**config.mk**
```make
export PLATFORM = sky130hd
export DESIGN_NAME = modbus_frame_crc_appender
export DESIGN_NICKNAME = d
export VERILOG_FILES = /design/src/rtl/mfca_pkg.sv /design/src/rtl/modbus_frame_crc_appender.sv /design/src/rtl/mfca_front.sv /design/src/rtl/mfca_queue.sv /design/src/rtl/mfca_back.sv
export SDC_FILE = /design/constraint.sdc
export NUM_CORES = 1
export LEC_CHECK = 0
export BUFFER_PORTS_ARGS = -buffer_cell sky130_fd_sc_hd__buf_2
export CORE_MARGIN = 8
export CORE_UTILIZATION = 45
export CTS_BUF_LIST = sky130_fd_sc_hd__clkbuf_8
export CTS_CLUSTER_DIAMETER = 30
export DETAILED_ROUTE_END_ITERATION = 16
export GPL_TIMING_DRIVEN = 0
export PLACE_DENSITY_LB_ADDON = 0.1
export SETUP_SLACK_MARGIN = 0.5
export SYNTH_ARGS = -nofsm -noshare
export SYNTH_HDL_FRONTEND = slang
export SYNTH_HIERARCHICAL = 1
export SYNTH_SLANG_ARGS = --single-unit
```
**constraint.sdc**
```tcl
create_clock -name clk_i -period 3.42 [get_ports clk_i]
set_input_delay 0.342 -clock clk_i [delete_from_list [all_inputs] [get_ports clk_i]]
set_output_delay 0.342 -clock clk_i [all_outputs]
set_load 0.05 [all_outputs]
```
**src/rtl/mfca_pkg.sv**
```systemverilog
// Shared types and constants for the Modbus frame CRC appender.
package mfca_pkg;

  // Trailer select codes held in the mode register
  localparam logic MODE_PAD   = 1'b0;
  localparam logic MODE_ASCII = 1'b1;

  // CRC-16/Modbus constants
  localparam logic [15:0] CRC_POLY = 16'hA001;
  localparam logic [15:0] CRC_INIT = 16'hFFFF;

  // Trailer bytes
  localparam logic [7:0] PAD_CHAR   = 8'h00;
  localparam logic [7:0] COLON_CHAR = 8'h3A;
  localparam logic [7:0] CR_CHAR    = 8'h0D;
  localparam logic [7:0] LF_CHAR    = 8'h0A;

  // Most trailer pad bytes that fit one frame burst
  localparam int unsigned MAX_PADS = 8;

  // Queue depth between front and back (power of two)
  localparam int unsigned QDEPTH = 2;
  localparam int unsigned QPTR_W = (QDEPTH > 1) ? $clog2(QDEPTH) : 1;
  localparam int unsigned QCNT_W = $clog2(QDEPTH + 1);

  // One classified byte handed from front to back
  typedef struct packed {
    logic [7:0]  data;
    logic        last;
    logic        mode;
    logic [15:0] crc;
  } mfca_entry_t;

endpackage

```
**src/rtl/modbus_frame_crc_appender.sv**
```systemverilog
// Top level of the Modbus RTU frame generator with CRC-16 appender.
//
// Message bytes pass through unchanged while a CRC-16/Modbus (poly 0xA001
// reflected, start 0xFFFF) runs over them; after the byte flagged last the
// block adds CRC low, CRC high and a trailer (PAD_BYTES zero bytes, at most
// eight, when frame_mode is 0; colon CR LF when it is 1), then restarts the
// CRC. Ordinary bytes stream back to back unless the output stalls. A closing
// byte holds the output sequencer while it sends the byte, CRC low, CRC high
// and the trailer, one output beat per cycle while out_ready_i allows; the
// input queues bytes in a two-entry queue, stalling when full. The user must
// write frame_mode via cfg_we_i/cfg_wdata_i only while idle; it is unchecked.
module modbus_frame_crc_appender import mfca_pkg::*; #(
  parameter int unsigned PAD_BYTES = 8
) (
  input  logic       clk_i,
  input  logic       rst_ni,
  input  logic       cfg_we_i,
  input  logic       cfg_wdata_i,
  input  logic       in_valid_i,
  output logic       in_ready_o,
  input  logic [7:0] in_byte_i,
  input  logic       in_last_i,
  output logic       out_valid_o,
  input  logic       out_ready_i,
  output logic [7:0] out_byte_o,
  output logic       out_last_o
);

  mfca_entry_t       push_entry, head_entry;
  logic              q_push, q_pop, q_full, q_empty;
  logic [QCNT_W-1:0] q_count;
  logic              back_at_first;

  mfca_front u_front (
    .clk_i       (clk_i),
    .rst_ni      (rst_ni),
    .cfg_we_i    (cfg_we_i),
    .cfg_wdata_i (cfg_wdata_i),
    .in_valid_i  (in_valid_i),
    .in_ready_o  (in_ready_o),
    .in_byte_i   (in_byte_i),
    .in_last_i   (in_last_i),
    .q_full_i    (q_full),
    .q_push_o    (q_push),
    .q_entry_o   (push_entry)
  );

  mfca_queue u_queue (
    .clk_i   (clk_i),
    .rst_ni  (rst_ni),
    .push_i  (q_push),
    .entry_i (push_entry),
    .pop_i   (q_pop),
    .head_o  (head_entry),
    .full_o  (q_full),
    .empty_o (q_empty),
    .count_o (q_count)
  );

  mfca_back #(
    .PAD_BYTES (PAD_BYTES)
  ) u_back (
    .clk_i       (clk_i),
    .rst_ni      (rst_ni),
    .head_i      (head_entry),
    .empty_i     (q_empty),
    .pop_o       (q_pop),
    .at_first_o  (back_at_first),
    .out_valid_o (out_valid_o),
    .out_ready_i (out_ready_i),
    .out_byte_o  (out_byte_o),
    .out_last_o  (out_last_o)
  );

  // Queue never holds more than its depth
  a_queue_bound: assert property (@(posedge clk_i) disable iff (!rst_ni)
    q_count <= QCNT_W'(QDEPTH))
    else $error("queue occupancy above depth");

  // Sequencer is back at the start while a frame's closing beat waits
  a_frame_restart: assert property (@(posedge clk_i) disable iff (!rst_ni)
    (out_valid_o && out_last_o) |-> back_at_first)
    else $error("sequencer not restarted after frame end");

  // Mid-frame the beat being expanded is still queued
  a_mid_frame_entry: assert property (@(posedge clk_i) disable iff (!rst_ni)
    !back_at_first |-> !q_empty)
    else $error("sequencer mid-frame with empty queue");

endmodule

```
**src/rtl/mfca_front.sv**
```systemverilog
// Front end: accepts message bytes, folds the CRC and classifies each beat.
module mfca_front import mfca_pkg::*; (
  input  logic        clk_i,
  input  logic        rst_ni,
  input  logic        cfg_we_i,
  input  logic        cfg_wdata_i,
  input  logic        in_valid_i,
  output logic        in_ready_o,
  input  logic [7:0]  in_byte_i,
  input  logic        in_last_i,
  input  logic        q_full_i,
  output logic        q_push_o,
  output mfca_entry_t q_entry_o
);

  logic        mode_q;
  logic [15:0] crc_q, crc_d, crc_fold;

  // Fold one byte into a reflected CRC-16, one bit per step
  function automatic logic [15:0] fold_byte(input logic [15:0] crc, input logic [7:0] b);
    logic [15:0] c;
    c = crc ^ {8'h00, b};
    for (int i = 0; i < 8; i++) begin
      if (c[0]) begin
        c = (c >> 1) ^ CRC_POLY;
      end else begin
        c = c >> 1;
      end
    end
    return c;
  endfunction

  assign in_ready_o = !q_full_i;
  assign q_push_o   = in_valid_i && !q_full_i;
  assign crc_fold   = fold_byte(crc_q, in_byte_i);

  // Fold each accepted byte into the CRC, restart it after a message's closing byte
  always_comb begin
    crc_d = crc_q;
    if (q_push_o) begin
      crc_d = in_last_i ? CRC_INIT : crc_fold;
    end
  end

  // Tag the beat with the folded CRC and the trailer mode
  always_comb begin
    q_entry_o.data = in_byte_i;
    q_entry_o.last = in_last_i;
    q_entry_o.mode = mode_q;
    q_entry_o.crc  = crc_fold;
  end

  always_ff @(posedge clk_i or negedge rst_ni) begin
    if (!rst_ni) begin
      crc_q  <= CRC_INIT;
      mode_q <= MODE_PAD;
    end else begin
      crc_q <= crc_d;
      if (cfg_we_i) begin
        mode_q <= cfg_wdata_i;
      end
    end
  end

endmodule

```
**src/rtl/mfca_queue.sv**
```systemverilog
// Short register queue that decouples the front end from the sequencer.
module mfca_queue import mfca_pkg::*; (
  input  logic              clk_i,
  input  logic              rst_ni,
  input  logic              push_i,
  input  mfca_entry_t       entry_i,
  input  logic              pop_i,
  output mfca_entry_t       head_o,
  output logic              full_o,
  output logic              empty_o,
  output logic [QCNT_W-1:0] count_o
);

  mfca_entry_t       mem_q [QDEPTH];
  logic [QPTR_W-1:0] wr_ptr_q, rd_ptr_q;
  logic [QCNT_W-1:0] cnt_q, cnt_d;

  assign full_o  = (cnt_q == QCNT_W'(QDEPTH));
  assign empty_o = (cnt_q == '0);
  assign count_o = cnt_q;
  assign head_o  = mem_q[rd_ptr_q];

  // Track occupancy
  always_comb begin
    cnt_d = cnt_q;
    if (push_i && !pop_i) begin
      cnt_d = cnt_q + 1'b1;
    end else if (pop_i && !push_i) begin
      cnt_d = cnt_q - 1'b1;
    end
  end

  // Hold entry storage
  always_ff @(posedge clk_i) begin
    if (push_i) begin
      mem_q[wr_ptr_q] <= entry_i;
    end
  end

  // Advance pointers
  always_ff @(posedge clk_i or negedge rst_ni) begin
    if (!rst_ni) begin
      wr_ptr_q <= '0;
      rd_ptr_q <= '0;
      cnt_q    <= '0;
    end else begin
      cnt_q <= cnt_d;
      if (push_i) begin
        wr_ptr_q <= wr_ptr_q + 1'b1;
      end
      if (pop_i) begin
        rd_ptr_q <= rd_ptr_q + 1'b1;
      end
    end
  end

endmodule

```
**src/rtl/mfca_back.sv**
```systemverilog
// Back end: expands each queued beat into frame bytes behind an output register.
module mfca_back import mfca_pkg::*; #(
  parameter int unsigned PAD_BYTES = 8
) (
  input  logic        clk_i,
  input  logic        rst_ni,
  input  mfca_entry_t head_i,
  input  logic        empty_i,
  output logic        pop_o,
  output logic        at_first_o,
  output logic        out_valid_o,
  input  logic        out_ready_i,
  output logic [7:0]  out_byte_o,
  output logic        out_last_o
);

  localparam int unsigned PADS     = (PAD_BYTES > MAX_PADS) ? MAX_PADS : PAD_BYTES;
  localparam int unsigned MAX_STEP = 2 + ((PADS > 3) ? PADS : 3);
  localparam int unsigned STEP_W   = $clog2(MAX_STEP + 1);

  logic [STEP_W-1:0] step_q, step_d;
  logic              out_valid_q, out_valid_d;
  logic [7:0]        out_byte_q, byte_sel;
  logic              out_last_q, last_sel;
  logic              load, emit, fin;

  assign load        = !out_valid_q || out_ready_i;
  assign emit        = load && !empty_i;
  assign pop_o       = emit && fin;
  assign at_first_o  = (step_q == '0);
  assign out_valid_o = out_valid_q;
  assign out_byte_o  = out_byte_q;
  assign out_last_o  = out_last_q;

  // Pick the frame byte for the current step
  always_comb begin
    byte_sel = head_i.data;
    fin      = 1'b0;
    last_sel = 1'b0;
    if (step_q == '0) begin
      fin = !head_i.last;
    end else if (step_q == STEP_W'(1)) begin
      byte_sel = head_i.crc[7:0];
    end else if (step_q == STEP_W'(2)) begin
      byte_sel = head_i.crc[15:8];
      fin      = (head_i.mode == MODE_PAD) && (PADS == 0);
      last_sel = fin;
    end else if (head_i.mode == MODE_PAD) begin
      byte_sel = PAD_CHAR;
      fin      = (step_q == STEP_W'(2 + PADS));
      last_sel = fin;
    end else if (step_q == STEP_W'(3)) begin
      byte_sel = COLON_CHAR;
    end else if (step_q == STEP_W'(4)) begin
      byte_sel = CR_CHAR;
    end else begin
      byte_sel = LF_CHAR;
      fin      = 1'b1;
      last_sel = 1'b1;
    end
  end

  // Advance through the frame, restart on the closing byte
  always_comb begin
    step_d = step_q;
    if (pop_o) begin
      step_d = '0;
    end else if (emit) begin
      step_d = step_q + 1'b1;
    end
  end

  // Load or drain the output register
  always_comb begin
    out_valid_d = out_valid_q;
    if (emit) begin
      out_valid_d = 1'b1;
    end else if (out_ready_i) begin
      out_valid_d = 1'b0;
    end
  end

  always_ff @(posedge clk_i) begin
    if (emit) begin
      out_byte_q <= byte_sel;
      out_last_q <= last_sel;
    end
  end

  always_ff @(posedge clk_i or negedge rst_ni) begin
    if (!rst_ni) begin
      step_q      <= '0;
      out_valid_q <= 1'b0;
    end else begin
      step_q      <= step_d;
      out_valid_q <= out_valid_d;
    end
  end

endmodule
```
Yosys cells after proc, flatten, opt, wreduce, memory -nomap -nowiden
Memory sizes are Yosys's and may differ from the RTL's.
Cells that the tools add are included.
Cells by class
  reductions and logical operators: 17
  add/sub/neg operators: 5
  muxes and demuxes: 29
  bitwise gates (word level): 9
  equality and inequality tests: 6
Operators by type and width (number)
  two-way mux 16 bit: 9
  two-way mux 8 bit: 5
  NOT 2 -> 3 bit: 8
  bitwise XOR 16 x 8 -> 16 bit: 1
  two-way mux 1 bit: 10
  equality test 4 x 2 -> 1 bit (second input constant): 2
  two-way mux 4 bit: 2
  logical NOT 1 bit: 6
  nonzero test 2 bit: 3
  logical AND 1 bit: 5
  adder 4 x 1 -> 4 bit (second input constant): 1
  equality test 4 x 1 -> 1 bit (second input constant): 1
  equality test 4 x 3 -> 1 bit (second input constant): 1
  equality test 4 bit (second input constant): 1
  logical NOT 4 bit: 1
  two-way mux 2 bit: 2
  two-way mux 3 bit: 1
  adder 1 bit (second input constant): 2
  adder 2 x 1 -> 2 bit (second input constant): 1
  equality test 2 bit (second input constant): 1
  logical NOT 2 bit: 1
  subtractor 2 x 1 -> 2 bit (second input constant): 1
  logical OR 1 bit: 1
Storage, ports and cells
  bits in registers: 35
  memories: 1
  memory bits (writable): 52
Memories
  u_queue.mem_q: words 2, width 26, read ports 1, clocked after Yosys merged registers in 0, wr ports 1, RTL line mfca_queue.sv:14  | mfca_entry_t mem_q [QDEPTH];

Depth between registers and ports, before layout
  depth in word-level cells: 18
  gate-level depth with buffers: 13

Hierarchy
Netlist, hierarchy kept.
Modules (own cells, without submodules)
  mfca_queue: sequential area each 1661.6 µm², times used 1, area each 2163.3 µm², cells each 97
  mfca_front: sequential area each 445.4 µm², times used 1, area each 1072.3 µm², cells each 109
  mfca_back: sequential area each 395.4 µm², times used 1, area each 973.4 µm², cells each 106

Worst setup path after synthesis
No wires, ideal clock.
  path type: flip-flop to flip-flop
  from: register u_queue.cnt_q[1], in the netlist u_queue/count_o[1]
  to: memory u_queue/mem_q[0][0] (netlist bit), enable pin
  data required time: 3.008 ns
  cell stages (with the launch flop): 7
  arrival time: 2.628 ns
  path slack: 0.380 ns
  cell sequence: dfrtp_1 -> nor2b_1 -> inv_2 -> nand2_1 -> inv_2 -> clkbuf_1 -> nor2b_1
Between the ends
  longest elaborated chain between the ends: 5
RTL lines
  from (decl): RTL line mfca_queue.sv:16  | logic [QCNT_W-1:0] cnt_q, cnt_d;
  from (signal assigned): RTL line mfca_queue.sv:47  | cnt_q <= cnt_d;
  equality test 2 bit: RTL line mfca_queue.sv:18  | assign full_o = (cnt_q == QCNT_W'(QDEPTH));
  net q_full: RTL line modbus_frame_crc_appender.sv:30  | logic q_push, q_pop, q_full, q_empty;
  logical NOT 1 bit
  net in_ready_o: RTL line modbus_frame_crc_appender.sv:20  | output logic in_ready_o,
  logical AND 1 bit: RTL line mfca_front.sv:34  | assign q_push_o = in_valid_i && !q_full_i;
  net q_push: RTL line modbus_frame_crc_appender.sv:30
  two-way mux 1 bit: RTL line mfca_queue.sv:35  | if (push_i) begin
  two-way mux 1 bit (implied by the code): RTL line mfca_queue.sv:36  | mem_q[wr_ptr_q] <= entry_i;
  to (decl): RTL line mfca_queue.sv:14
The timed path passes the listed nets, and every way through them passes these cells.

Worst setup path after layout
  from: register u_queue.cnt_q[1], in the netlist u_queue/count_o[1]
  to: memory u_queue/mem_q[0][6] (netlist bit), enable pin
Between the ends
  longest elaborated chain between the ends: 5
RTL lines (RTL line)
  equality test 2 bit: mfca_queue.sv:18
  net q_full: modbus_frame_crc_appender.sv:30
  logical NOT 1 bit: mfca_front.sv:34
  logical AND 1 bit: mfca_front.sv:34
  net q_push: modbus_frame_crc_appender.sv:30
  two-way mux 1 bit: mfca_queue.sv:35
  two-way mux 1 bit (implied by the code): mfca_queue.sv:36
The timed path passes the listed nets, and every way through them passes these cells.

==> summary.txt <==
Run status
  • Outcome: complete, no violations

Worst hold path
  • Hold crit path type: in2async

Detailed routing
  • Pre-antenna DRT Iters: 4
  • Post-detailed-route wirelength per cell: between 15 and 20 µm
  • DRT iter0 DRCs: 81
  • Total number of vias: around 2400
  • Routed WL: approximately 8000 µm
  • Via/cell ratio: slightly above 5
  • DRC: 0
  • Number of routed nets with antenna violations: 0

Worst setup path
  • Critical Path Start Type: flip-flop
  • Critical path class: reg2reg
  • Most used cell along the critical path: inv_2
  • Worst Path Arrival: about 2700 ps
  • R2r endpoint: u_queue/mem_q[0][6]
  • Critical path, cell by cell: nor2b_1 -> inv_2 -> nand2_1 -> inv_2 -> clkbuf_1 -> nor2b_2
  • Worst EP required: 3410 ps
  • Cell family with most CP delay: simple AND/OR/NAND/NOR gates
  • Reg-to-reg slack, setup: ~670 ps
  • Number of cells on the worst reg-to-reg path: 6
  • Critical path buffers and inverters: 3
  • Setup crit end kind: flip-flop
  • Critical path's slowest cell: nor2b_2
  • Worst-path fanout max: 14
  • FF-to-FF Start: u_queue/count_o[1]
  • Crit path largest cell delay: between 700 and 800 ps

Synth
  • Synthesized instance count: between 300 and 400
  • Seq/Total Area, Yosys: 59.5%
  • Yosys cell types: 48
  • Mean Syn Cell Area: around 13 µm²
  • Netlist Area Pre-Place: ~4200 µm²
  • Synth warn: 6
  • Post-synth net total: around 330
  • Synth top area share: ~44%
  • Top-count cell post-synth: edfxtp_1
  • Post-synth EDFFs: 61
  • Yosys reg bits: 87
  • Fraction of registers with async set/reset: between 20% and 30%
  • Most area-consuming cells after synthesis: edfxtp_1 (44%), dfstp_2 (10%), mux2_4 (6.8%)
  • Synth area leader: edfxtp_1
  • Primary FF master, synth: edfxtp_1
  • Most frequent cells after synthesis: edfxtp_1 (61), nor2_1 (44), mux2_4 (19), a21oi_1 (18)

Timing
  • Final period util: about 80%
  • Final setup skew: approximately 7.4 ps
  • Slew headroom: 48.5%
  • Slew @ Worst Pin: 773 ps
  • Setup violators final: 0
  • Slack of the critical path: 672 ps
  • Final TNS setup: 0 ps
  • Min Clock Period, post-route: around 2700 ps
  • RSZ-0062 raised after global routing: no
  • Fin. max-slew vios: 0
  • Max frequency: 0.364 GHz
  • Hold Fails Final Rpt: 0

Clock network
  • Clock tree buffer depth: 2
  • CTS tree: yes
  • Clock buffer count from CTS: 9
  • Clk slew on worst S/H paths: around 90 ps
  • Clk root buf: clkbuf_8
  • Clock Sinks: 87
  • Postcts setup bufs: 0
  • Clk_lat worst skew: roughly 360 ps
  • CTS H-tree depth: 3

Floorplan
  • Starting density of the core: between 40 and 50%
  • Core Area: just over 9000 µm²
  • Die height: ~110 µm
  • I/O pins: 26
  • Die width: 113 µm
  • # rows: 35
  • Die area: 12700 µm²

Power and ir drop
  • Overall power: just over 0.005 W
  • Peak VDD IR: about 0.00074 V
  • Power per Cell Area: roughly 1100 nW/µm²
  • Static Leakage: 1.87 nW

Placement
  • Port Buf Inserts: 25
  • Dpl cells: ~450
  • Placer Congestion: ~0.75
  • Post-DP HPWL: between 5000 and 6000 µm
  • Placement Cell Area: roughly 4500 µm²
  • Post-Place Worst Slack: between 200 and 250 ps

GRT
  • GRT Total Usage: 13.2%
  • Global-route wire length before repair: 12800 µm
  • Initial antenna violation count: 0
  • Gr ovfl total: 0
  • Number of global-route vias before repair: approximately 2500
  • Largest net degree at the start of global routing: 27

Cells and area
  • Ant diodes: 0
  • Synthesis-to-layout area growth: 12.2%
  • Nets: between 300 and 400
  • Fill cells: between 700 and 800
  • Post-route cell area: about 4700 µm²
  • Non-Filler Instances: 465
  • Share of cells above drive strength 1: 36.7%

Run
  • Maxcap violations: 0
## registers in the layout, indices dropped and copies added, names as in the netlist, 2 cells and up
name,flops
u_queue/mem_q,52
u_queue/count_o,2
u_back/step_q,4
u_front/crc_q,16
u_back/out_byte_o,8
## logic make-up after synthesis
group / count (synthesis) / synth area share, %
buf+inv: 41 / 6.63
compound gates: 41 / 6.09
mux: 29 / 9.39
xor+xnor: 26 / 7.52
simple gates: 83 / 9.42
flops: 87 / 59.5
fa+ha+maj: 5 / 1.49
## through the flow
step                      hold slack, ps  util (%)
final                               3.07      51.6
after detailed placement             416      49.0
after global placement               408      48.9
after floorplan                     46.4         -
after global routing                40.1      51.6
after CTS                           16.1      51.5
## timing repair
action,CTS,global route
setup endpoints to repair,26,26
hold endpoints to repair,0,0
resized for setup,1,0
gates cloned,0,1
hold buffers,0,0
## routing by layer
metal	global-route usage, %	vias to the layer above	wire length (µm)
met3	2.88	10	235
met2	22.0	29	3860
met1	15.8	1166	3760
li1	-	1156	-
met5	0	-	0
met4	6.92	0	147
## cell type report
cell class	instances	area [µm²]	area share [%]
inverters	12	45.0	0.954
multi-input cells	185	1450	30.6
well taps	111	139	2.94
clock buffers	10	138	2.92
clock inverters	6	92.6	1.96
plain buffers	29	234	4.96
flip-flops and latches	87	2500	53.0
repair buffers	25	125	2.65
## power by group
group	switching [W]	leakage [nW]	internal, W	total [W]
combinational	0.00140	0.904	0.00100	0.00240
clock	0.000375	0.114	0.000436	0.000812
sequential	0.000159	0.854	0.00177	0.00193
total	0.00193	1.87	0.00321	0.00514
## worst max-delay path by stage
stage	slack, ps	to	cells after the start	startpoint
6_report	670	u_queue/mem_q[0][6]	6	u_queue/count_o[1]
5_1_grt	510	u_queue/mem_q[1][16]	6	u_queue/count_o[1]
4_1_cts	500	u_queue/mem_q[0][10]	6	u_queue/count_o[1]
3_5_place_dp	210	u_queue/mem_q[1][20]	6	u_queue/count_o[1]
3_3_place_gp	70	u_queue/mem_q[0][19]	6	u_queue/count_o[1]
2_1_floorplan	840	u_queue/mem_q[0][0]	6	u_queue/count_o[1]
## cells in the final DEF, fill, tap and decap left out, drive strengths merged, types with 3 or more instances in the layout
cell type and count:
a21oi 20, a22oi 3, buf 49, clkbuf 15
dfrtp 10, dfstp 16, edfxtp 61, ha 5
inv 13, mux2 27, nand2 8, nand2b 3
nor2 46, nor2b 8, nor3 9, o21ai 7
xnor2 15, xor2 8
## worst reg2reg max path: cells and delay by family, from the launching register on
family        cells  cell delay (ps)
buf+inv           3              830
flops             1              410
simple gates      3             1140
No activity file was read; power rests on OpenSTA's default activity.
